File: config.mk
export PLATFORM = sky130hd
export DESIGN_NAME = air_quality_index_calc_core_flat
export DESIGN_NICKNAME = d
export VERILOG_FILES = /design/src/aqic_pkg.sv /design/src/aqic_if.sv /design/src/air_quality_index_calc_core.sv /design/src/flat_wrapper.sv
export SDC_FILE = /design/constraint.sdc
export NUM_CORES = 1
export LEC_CHECK = 0
export BUFFER_PORTS_ARGS = -buffer_cell sky130_fd_sc_hd__buf_2
export CAP_MARGIN = 20
export CORE_MARGIN = 2
export CORE_UTILIZATION = 67
export DETAILED_ROUTE_END_ITERATION = 12
export GPL_TIMING_DRIVEN = 0
export PLACE_DENSITY = 0.85
export SLEW_MARGIN = 0
export SYNTH_ARGS = -nofsm -noshare
export SYNTH_HDL_FRONTEND = slang
export SYNTH_SLANG_ARGS = --single-unit
export TNS_END_PERCENT = 30
File: constraint.sdc
create_clock -name clk -period 17.1 [get_ports clk]
set_input_delay 3.42 -clock clk [delete_from_list [all_inputs] [get_ports clk]]
set_output_delay 3.42 -clock clk [all_outputs]
set_load 0.01 [all_outputs]
File: src/aqic_pkg.sv
// ----------------------------------------------------------------------------
// aqic_pkg
// Types, constants and the breakpoint table for the air quality index core.
// ----------------------------------------------------------------------------
`default_nettype none

package aqic_pkg;

	localparam int CONC_W  = 22;
	localparam int INDEX_W = 9;
	localparam int Q_W     = 9;
	localparam int ROM_SEG = 8;

	localparam logic [INDEX_W-1:0] THR_GOOD      = 9'd50;
	localparam logic [INDEX_W-1:0] THR_MODERATE  = 9'd100;
	localparam logic [INDEX_W-1:0] THR_SENSITIVE = 9'd150;
	localparam logic [INDEX_W-1:0] THR_UNHEALTHY = 9'd200;
	localparam logic [INDEX_W-1:0] THR_VERY      = 9'd300;

	localparam logic [2:0] CAT_GOOD      = 3'd0;
	localparam logic [2:0] CAT_MODERATE  = 3'd1;
	localparam logic [2:0] CAT_SENSITIVE = 3'd2;
	localparam logic [2:0] CAT_UNHEALTHY = 3'd3;
	localparam logic [2:0] CAT_VERY      = 3'd4;
	localparam logic [2:0] CAT_HAZARDOUS = 3'd5;

	localparam logic [2:0] POLL_PM25  = 3'd0;
	localparam logic [2:0] POLL_PM10  = 3'd1;
	localparam logic [2:0] POLL_OZONE = 3'd2;
	localparam logic [2:0] POLL_CO    = 3'd3;
	localparam logic [2:0] POLL_SO2   = 3'd4;
	localparam logic [2:0] POLL_NO2   = 3'd5;

	typedef struct packed {
		logic [CONC_W-1:0]  c_lo;
		logic [CONC_W-1:0]  c_hi;
		logic [INDEX_W-1:0] i_lo;
		logic [INDEX_W-1:0] i_hi;
	} seg_t;

	typedef enum logic [2:0] {
		ST_IDLE,
		ST_SEARCH,
		ST_MUL,
		ST_DIV,
		ST_DONE
	} state_t;

	function automatic seg_t mk_seg(input int c_lo, input int c_hi, input int i_lo,
			input int i_hi);
		seg_t s;
		s.c_lo = CONC_W'(c_lo);
		s.c_hi = CONC_W'(c_hi);
		s.i_lo = INDEX_W'(i_lo);
		s.i_hi = INDEX_W'(i_hi);
		return s;
	endfunction

	function automatic logic [3:0] seg_count(input logic [2:0] p);
		logic [3:0] n;
		case (p)
			POLL_OZONE: n = 4'd5;
			POLL_PM25, POLL_PM10, POLL_CO, POLL_SO2, POLL_NO2: n = 4'd6;
			default: n = 4'd0;
		endcase
		return n;
	endfunction

	function automatic seg_t rom_seg(input logic [2:0] p, input logic [2:0] s);
		seg_t r;
		r = '0;
		case (p)
			POLL_PM25: begin
				case (s)
					3'd0: r = mk_seg(0, 12000, 0, 50);
					3'd1: r = mk_seg(12100, 35400, 51, 100);
					3'd2: r = mk_seg(35500, 55400, 101, 150);
					3'd3: r = mk_seg(55500, 150400, 151, 200);
					3'd4: r = mk_seg(150500, 250400, 201, 300);
					3'd5: r = mk_seg(250500, 500400, 301, 500);
					default: r = '0;
				endcase
			end
			POLL_PM10: begin
				case (s)
					3'd0: r = mk_seg(0, 54000, 0, 50);
					3'd1: r = mk_seg(55000, 154000, 51, 100);
					3'd2: r = mk_seg(155000, 254000, 101, 150);
					3'd3: r = mk_seg(255000, 354000, 151, 200);
					3'd4: r = mk_seg(355000, 424000, 201, 300);
					3'd5: r = mk_seg(425000, 604000, 301, 500);
					default: r = '0;
				endcase
			end
			POLL_OZONE: begin
				case (s)
					3'd0: r = mk_seg(0, 54, 0, 50);
					3'd1: r = mk_seg(55, 70, 51, 100);
					3'd2: r = mk_seg(71, 85, 101, 150);
					3'd3: r = mk_seg(86, 105, 151, 200);
					3'd4: r = mk_seg(106, 200, 201, 300);
					default: r = '0;
				endcase
			end
			POLL_CO: begin
				case (s)
					3'd0: r = mk_seg(0, 4400, 0, 50);
					3'd1: r = mk_seg(4500, 9400, 51, 100);
					3'd2: r = mk_seg(9500, 12400, 101, 150);
					3'd3: r = mk_seg(12500, 15400, 151, 200);
					3'd4: r = mk_seg(15500, 30400, 201, 300);
					3'd5: r = mk_seg(30500, 50400, 301, 500);
					default: r = '0;
				endcase
			end
			POLL_SO2: begin
				case (s)
					3'd0: r = mk_seg(0, 35000, 0, 50);
					3'd1: r = mk_seg(36000, 75000, 51, 100);
					3'd2: r = mk_seg(76000, 185000, 101, 150);
					3'd3: r = mk_seg(186000, 304000, 151, 200);
					3'd4: r = mk_seg(305000, 604000, 201, 300);
					3'd5: r = mk_seg(605000, 1004000, 301, 500);
					default: r = '0;
				endcase
			end
			POLL_NO2: begin
				case (s)
					3'd0: r = mk_seg(0, 53000, 0, 50);
					3'd1: r = mk_seg(54000, 100000, 51, 100);
					3'd2: r = mk_seg(101000, 360000, 101, 150);
					3'd3: r = mk_seg(361000, 649000, 151, 200);
					3'd4: r = mk_seg(650000, 1249000, 201, 300);
					3'd5: r = mk_seg(1250000, 2049000, 301, 500);
					default: r = '0;
				endcase
			end
			default: r = '0;
		endcase
		return r;
	endfunction

	function automatic logic [2:0] category(input logic [INDEX_W-1:0] aqi);
		logic [2:0] c;
		if (aqi <= THR_GOOD) c = CAT_GOOD;
		else if (aqi <= THR_MODERATE) c = CAT_MODERATE;
		else if (aqi <= THR_SENSITIVE) c = CAT_SENSITIVE;
		else if (aqi <= THR_UNHEALTHY) c = CAT_UNHEALTHY;
		else if (aqi <= THR_VERY) c = CAT_VERY;
		else c = CAT_HAZARDOUS;
		return c;
	endfunction

endpackage

`default_nettype wire

File: src/aqic_if.sv
// ----------------------------------------------------------------------------
// aqic_if
// Valid/ready channels for readings into and results out of the AQI core.
// ----------------------------------------------------------------------------
`default_nettype none

interface aqic_in_if;
	logic               valid;
	logic               ready;
	logic [2:0]         pollutant;
	logic signed [22:0] concentration;
	logic               last_of_set;

	modport source (output valid, output pollutant, output concentration,
		output last_of_set, input ready);
	modport sink (input valid, input pollutant, input concentration,
		input last_of_set, output ready);
endinterface

interface aqic_out_if;
	logic       valid;
	logic       ready;
	logic [8:0] sub_index;
	logic [2:0] sub_category;
	logic       found;
	logic [8:0] overall_index;
	logic [2:0] overall_category;
	logic       set_done;

	modport source (output valid, output sub_index, output sub_category, output found,
		output overall_index, output overall_category, output set_done, input ready);
	modport sink (input valid, input sub_index, input sub_category, input found,
		input overall_index, input overall_category, input set_done, output ready);
endinterface

`default_nettype wire

File: src/air_quality_index_calc_core.sv
// ----------------------------------------------------------------------------
// air_quality_index_calc_core
// Piecewise linear air quality sub-index per reading with a running set maximum.
// ----------------------------------------------------------------------------
// One reading word is taken when the core is idle; it then walks the breakpoint
// table one segment per cycle. A hit forms the interpolation numerator in a
// multiply step and divides with a restoring divider that settles one quotient
// bit per cycle (nine bits); a miss goes straight to the final step. The divider
// is the dominant cost. The result sits in an output register, so a new reading
// is accepted while the previous result waits; the core only stalls at its final
// step if that register is still full. Negative readings count as zero; a
// reading in a gap or above the table gives a sub-index of zero with found low
// but still joins the set maximum.
// ----------------------------------------------------------------------------
`default_nettype none

module air_quality_index_calc_core
	import aqic_pkg::*;
#(
	parameter int MAX_SEGMENTS   = 6,
	parameter int NUM_POLLUTANTS = 6
) (
	input  wire logic clk,
	input  wire logic arst_n,
	aqic_in_if.sink   sample,
	aqic_out_if.source result
);

	localparam logic [3:0] MAX_SEG_L  = 4'(MAX_SEGMENTS);
	localparam logic [3:0] NUM_POLL_L = 4'(NUM_POLLUTANTS);
	localparam int         REM_W      = 2 * CONC_W + INDEX_W;

	state_t state_q, state_d;

	logic [2:0]         poll_q;
	logic [CONC_W-1:0]  conc_q;
	logic               last_q;
	logic [3:0]         nseg_q;
	logic [3:0]         seg_q;
	logic [CONC_W-1:0]  den_q;
	logic [INDEX_W-1:0] di_q;
	logic [CONC_W-1:0]  off_q;
	logic [INDEX_W-1:0] ilo_q;
	logic               hit_q;
	logic [REM_W-1:0]   rem_q;
	logic [CONC_W:0]    dvs_q;
	logic [Q_W-1:0]     quo_q;
	logic [3:0]         bit_q;
	logic [INDEX_W-1:0] running_max_q;
	logic               out_valid_q;

	seg_t                      seg;
	logic                      seg_end;
	logic                      seg_hit;
	logic [INDEX_W+CONC_W-1:0] prod;
	logic [REM_W-1:0]          trial;
	logic                      trial_ok;
	logic [INDEX_W:0]          sub_sum;
	logic [INDEX_W-1:0]        sub_val;
	logic [INDEX_W-1:0]        overall_val;
	logic                      accept;
	logic                      load_out;

	assign accept  = sample.valid && sample.ready;
	assign seg     = rom_seg(poll_q, seg_q[2:0]);
	assign seg_end = (seg_q >= nseg_q);
	assign seg_hit = (conc_q >= seg.c_lo) && (conc_q <= seg.c_hi);

	assign prod = di_q * off_q;

	// Shared compare/subtract of the divider: divisor scaled to the current bit.
	assign trial    = REM_W'({dvs_q, {(Q_W - 1){1'b0}}}) >> (4'(Q_W - 1) - bit_q);
	assign trial_ok = (rem_q >= trial);

	assign sub_sum     = {1'b0, ilo_q} + {{(INDEX_W + 1 - Q_W){1'b0}}, quo_q};
	assign sub_val     = !hit_q ? '0 : (sub_sum[INDEX_W] ? '1 : sub_sum[INDEX_W-1:0]);
	assign overall_val = (running_max_q > sub_val) ? running_max_q : sub_val;

	always_comb begin
		state_d = state_q;
		unique case (state_q)
			ST_IDLE:   if (sample.valid) state_d = ST_SEARCH;
			ST_SEARCH: begin
				if (seg_end) state_d = ST_DONE;
				else if (seg_hit) state_d = ST_MUL;
			end
			ST_MUL:    state_d = (den_q == '0) ? ST_DONE : ST_DIV;
			ST_DIV:    if (bit_q == 4'd0) state_d = ST_DONE;
			ST_DONE:   if (!out_valid_q || result.ready) state_d = ST_IDLE;
			default:   state_d = ST_IDLE;
		endcase
	end

	always_comb begin
		sample.ready = 1'b0;
		load_out     = 1'b0;
		unique case (state_q)
			ST_IDLE: sample.ready = 1'b1;
			ST_DONE: load_out = !out_valid_q || result.ready;
			default: begin
				sample.ready = 1'b0;
				load_out     = 1'b0;
			end
		endcase
	end

	always_ff @(posedge clk or negedge arst_n) begin
		if (!arst_n) begin
			state_q       <= ST_IDLE;
			running_max_q <= '0;
			out_valid_q   <= 1'b0;
		end else begin
			state_q <= state_d;
			if (load_out) begin
				running_max_q <= last_q ? '0 : overall_val;
				out_valid_q   <= 1'b1;
			end else if (result.ready) begin
				out_valid_q <= 1'b0;
			end
		end
	end

	always_ff @(posedge clk) begin
		if (accept) begin
			poll_q <= sample.pollutant;
			conc_q <= sample.concentration[22] ? '0 : sample.concentration[CONC_W-1:0];
			last_q <= sample.last_of_set;
			if ({1'b0, sample.pollutant} < NUM_POLL_L) begin
				nseg_q <= (seg_count(sample.pollutant) > MAX_SEG_L) ? MAX_SEG_L
					: seg_count(sample.pollutant);
			end else begin
				nseg_q <= 4'd0;
			end
			seg_q <= 4'd0;
			hit_q <= 1'b0;
			quo_q <= '0;
		end
		if (state_q == ST_SEARCH && !seg_end) begin
			if (seg_hit) begin
				hit_q <= 1'b1;
				den_q <= seg.c_hi - seg.c_lo;
				di_q  <= seg.i_hi - seg.i_lo;
				off_q <= conc_q - seg.c_lo;
				ilo_q <= seg.i_lo;
			end else begin
				seg_q <= seg_q + 4'd1;
			end
		end
		if (state_q == ST_MUL) begin
			// Rounded half up: (2 * num + den) / (2 * den).
			rem_q <= REM_W'({prod, 1'b0}) + REM_W'(den_q);
			dvs_q <= {den_q, 1'b0};
			bit_q <= 4'(Q_W - 1);
		end
		if (state_q == ST_DIV) begin
			if (trial_ok) begin
				rem_q        <= rem_q - trial;
				quo_q[bit_q[$clog2(Q_W)-1:0]] <= 1'b1;
			end
			bit_q <= bit_q - 4'd1;
		end
	end

	always_ff @(posedge clk) begin
		if (load_out) begin
			result.sub_index        <= sub_val;
			result.sub_category     <= category(sub_val);
			result.found            <= hit_q;
			result.overall_index    <= overall_val;
			result.overall_category <= category(overall_val);
			result.set_done         <= last_q;
		end
	end

	assign result.valid = out_valid_q;

	a_overall_ge_sub: assert property (@(posedge clk) disable iff (!arst_n)
		result.valid |-> result.overall_index >= result.sub_index)
		else $error("overall index below sub-index");

	a_miss_zero: assert property (@(posedge clk) disable iff (!arst_n)
		result.valid && !result.found |-> result.sub_index == '0)
		else $error("nonzero sub-index without a segment hit");

	a_quotient_fits: assert property (@(posedge clk) disable iff (!arst_n)
		state_q == ST_DIV && bit_q == 4'(Q_W - 1)
			|-> rem_q < (REM_W'({dvs_q, {(Q_W - 1){1'b0}}}) << 1))
		else $error("quotient overflows divider width");

	a_busy_after_accept: assert property (@(posedge clk) disable iff (!arst_n)
		accept |=> !sample.ready)
		else $error("core ready again right after taking a word");

endmodule

`default_nettype wire

File: src/flat_wrapper.sv
// flat-port wrapper written by rule: the top's interface ports become plain ports
module air_quality_index_calc_core_flat import aqic_pkg::*;
#(
	parameter int MAX_SEGMENTS   = 6,
	parameter int NUM_POLLUTANTS = 6
)
  (clk, arst_n, sample_valid, sample_pollutant, sample_concentration, sample_last_of_set, sample_ready, result_valid, result_sub_index, result_sub_category, result_found, result_overall_index, result_overall_category, result_set_done, result_ready);
  aqic_in_if sample_i ();
  aqic_out_if result_i ();
  input  wire logic clk;
  input  wire logic arst_n;
  input wire logic [$bits(sample_i.valid)-1:0] sample_valid;
  input wire logic [$bits(sample_i.pollutant)-1:0] sample_pollutant;
  input wire logic [$bits(sample_i.concentration)-1:0] sample_concentration;
  input wire logic [$bits(sample_i.last_of_set)-1:0] sample_last_of_set;
  output wire logic [$bits(sample_i.ready)-1:0] sample_ready;
  output wire logic [$bits(result_i.valid)-1:0] result_valid;
  output wire logic [$bits(result_i.sub_index)-1:0] result_sub_index;
  output wire logic [$bits(result_i.sub_category)-1:0] result_sub_category;
  output wire logic [$bits(result_i.found)-1:0] result_found;
  output wire logic [$bits(result_i.overall_index)-1:0] result_overall_index;
  output wire logic [$bits(result_i.overall_category)-1:0] result_overall_category;
  output wire logic [$bits(result_i.set_done)-1:0] result_set_done;
  input wire logic [$bits(result_i.ready)-1:0] result_ready;
  assign sample_i.valid = sample_valid;
  assign sample_i.pollutant = sample_pollutant;
  assign sample_i.concentration = sample_concentration;
  assign sample_i.last_of_set = sample_last_of_set;
  assign sample_ready = sample_i.ready;
  assign result_valid = result_i.valid;
  assign result_sub_index = result_i.sub_index;
  assign result_sub_category = result_i.sub_category;
  assign result_found = result_i.found;
  assign result_overall_index = result_i.overall_index;
  assign result_overall_category = result_i.overall_category;
  assign result_set_done = result_i.set_done;
  assign result_i.ready = result_ready;
  air_quality_index_calc_core #(.MAX_SEGMENTS(MAX_SEGMENTS), .NUM_POLLUTANTS(NUM_POLLUTANTS)) u_core (.clk(clk), .arst_n(arst_n), .sample(sample_i), .result(result_i));
endmodule
==> summary.txt <==
Outcome
  – Status: finished clean

Placement
  – DP HPWL: 56.1 mm
  – Placed Area: 24400 µm²
  – IO buf count: 58
  – GPL Wtd Cong: 1.06
  – Dpl cells: 3278

Finish
  – Final instance area: 25300 µm²
  – Antenna Cells: 0
  – Final std cells w/o fill: 3326
  – Fraction of layout cells with a size suffix above 1: 0.0557
  – Area Growth Syn to Fin: 7.42%
  – # nets final: 3236

Flow run
  – Number of max-cap violations: 0

STA
  – Slew Limit Headroom: 0.236
  – Min Tclk post-route: 7380 ps
  – Fmax: 135 MHz
  – Final Max Slew Viols: 0
  – Count of final hold-check violations: 0
  – Final Skew: 31.8 ps
  – RSZ-0062 raised after global routing: false
  – Final period util: 0.432
  – Min Hold Slack: 456 ps
  – Final setup viols: 0
  – Final setup TNS: 0 ps
  – Worst Tran Pin Value: 1140 ps

Setup path
  – Crit. End Element: flop
  – R2R Setup Slk: 9720 ps
  – Startpoint types: flop
  – Setup CP Type: flop to flop
  – CP Max Fanout: 41
  – Worst path required time: 17330 ps
  – Critical Path AT: 7620 ps

Die
  – Die ar.: 36600 µm²
  – # IOs: 59
  – Initial core utilization: 0.681
  – Row cnt: 68
  – Die Wd: 191 µm
  – Die Y-Extent: 191 µm
  – Core Region: 34500 µm²

Clock network
  – CTS clock-pin slew for the worst setup and hold paths: 60 ps
  – Clock Path Buffers: 3
  – Post-CTS setup buffer count: 0
  – Resize count post-CTS: 0
  – CTS HTree Levels: 1
  – Hold-fix buffers, CTS: 0
  – Root buffer cell: clkbuf_16
  – Clk_lat worst skew: 570 ps
  – CTS tree: yes
  – Clk sink count: 221
  – Number of buffers created by CTS: 25

Drt
  – Residual DRC: 0
  – Detail Route Antenna Nets: 0
  – Via count: 21800
  – Iteration count of the initial detailed-routing pass: 6
  – Vias per Instance: 6.55
  – Final WL: 71.9 mm
  – DR WL/cell: 21.6 µm
  – Initial DRC Count: 2450

Global routing
  – Total track usage: 0.395
  – M2 GR Usage: 0.644
  – Initial antenna violation count: 1
  – Number of global-route vias before repair: 21300
  – First-pass GRT wire length: 113 mm
  – Largest net degree at the start of global routing: 42
  – Grt ovf: 0
  – GR met1 Demand/Resource: 0.508
  – Layer with the highest usage: met2
  – Met3 Track Usage GR: 0.0744

Synth
  – Register area share after synthesis: 0.251
  – Seq cells post-synth: 221
  – Ys Warns: 0
  – Asr flop ratio synth: 0.0588
  – Mapped Cells: 2761
  – Yosys top cell area share: 0.180
  – Number of flops mapped to enable cells by yosys: 141
  – Most common flop cell mapped by yosys: edfxtp_1
  – Mapped Area: 23500 µm²
  – Cell variety after synth: 88
  – Synth cell count leaders: nand2_1, inv_1, ha_1, nor2_1, a21oi_1
  – Most frequent cell after synthesis: nand2_1
  – Synth top area cells: edfxtp_1, fa_1, ha_1
  – Post-synth top area cell: edfxtp_1
  – Syn_nets: 3145
  – Post-Syn Area per Cell: 8.52 µm²

Hold path
  – Worst min-delay path category: flop to flop
routing by layer:
layer,vias to the layer above,share of wire
met5,-,0.00015
met4,2,0.056
met3,253,0.092
met2,1231,0.45
met1,10400,0.40
li1,9847,-
cells by family after synthesis:
logic type                 after synthesis  share of synthesized area
DFF                                    221                      0.251
xor gates and xnor gates               126                     0.0469
buffers and inverters                  377                     0.0612
AOI/OAI and AO/OA                      697                      0.190
muxes                                   43                     0.0220
and+or+nand+nor                        944                      0.194
adders and majority gates              353                      0.235
path summary, 6_finish.rpt:
| check | start | to | cells after the start |
|---|---|---|---|
| worst max-delay path | u_core.seg_q[0]$_DFF_P_ | u_core.off_q[14]$_DFFE_PP_ | 22 |
| worst min-delay path | u_core.quo_q[8]$_DFF_P_ | u_core.quo_q[8]$_DFF_P_ | 2 |
| worst max register to register | u_core.seg_q[0]$_DFF_P_ | u_core.off_q[14]$_DFFE_PP_ | 22 |
| worst min register to register | u_core.quo_q[8]$_DFF_P_ | u_core.quo_q[8]$_DFF_P_ | 2 |
| max in group asynchronous | arst_n | u_core.result.valid$_DFFE_PN0P_ | 1 |
| min in group asynchronous | arst_n | u_core.running_max_q[2]$_DFFE_PN0P_ | 1 |
critical path, stage by stage, from the launching register on:
cell	delay, ps
dfxtp_1	540
inv_1	240
ha_1	270
clkbuf_1	240
nand2_1	470
nand2_1	370
nor3_1	640
clkbuf_2	300
a21oi_1	60
a21oi_1	330
ha_1	290
inv_1	60
o21ai_0	180
a21oi_1	150
nor2b_1	190
o31a_1	170
o21a_1	160
o41ai_2	130
a211o_1	300
a211oi_1	900
nand2_1	310
inv_2	440
buf_12	280
sequential cells by signal, summed over array words and instances, names as in the netlist, 4 cells and up:
signal and cells:
u_core.seg_q 4, u_core.di_q 8, u_core.quo_q 9, u_core.rem_q 53, u_core.result.overall_index 9, u_core.conc_q 22
u_core.running_max_q 9, u_core.off_q 22, u_core.ilo_q 8, u_core.dvs_q 22, u_core.den_q 22, u_core.result.sub_index 9
u_core.bit_q 4
area by class of cell:
cell class / count / area (µm²)
Multi-Input combinational cell: 2163 / 16200
Inverter: 270 / 1010
Clock inverter: 15 / 140
Timing Repair Buffer: 64 / 367
Fill cell: 2555 / 9280
Sequential cell: 221 / 5900
Clock buffer: 31 / 668
Tap cell: 455 / 569
Buffer: 107 / 428
metrics by stage:
step	setup WS, ps	util
6_report	9720	0.731
5_1_grt	9290	0.731
4_1_cts	9700	0.731
3_5_place_dp	9750	0.707
3_3_place_gp	8850	0.706
2_1_floorplan	10800	-
cells in the final DEF, fill, tap and decap left out, drive strengths merged, types with 28 or more instances in the layout:
cell type	Yosys	layout
inv	269	272
nor2b	63	63
nand3	49	49
nand2b	32	32
o21ai	184	184
mux2i	28	28
fa	147	147
ha	206	206
xor2	53	53
dfxtp	67	67
nor2	203	203
a21oi	180	180
buf	14	76
a21o	45	45
and2	128	128
xnor2	73	73
a211oi	46	46
a31oi	31	31
nand2	315	315
clkbuf	93	125
o21a	28	28
nor3	56	56
edfxtp	141	141
Power is not shown: default switching activity piles up to over one toggle a cycle in this logic, so the estimate is an artifact.
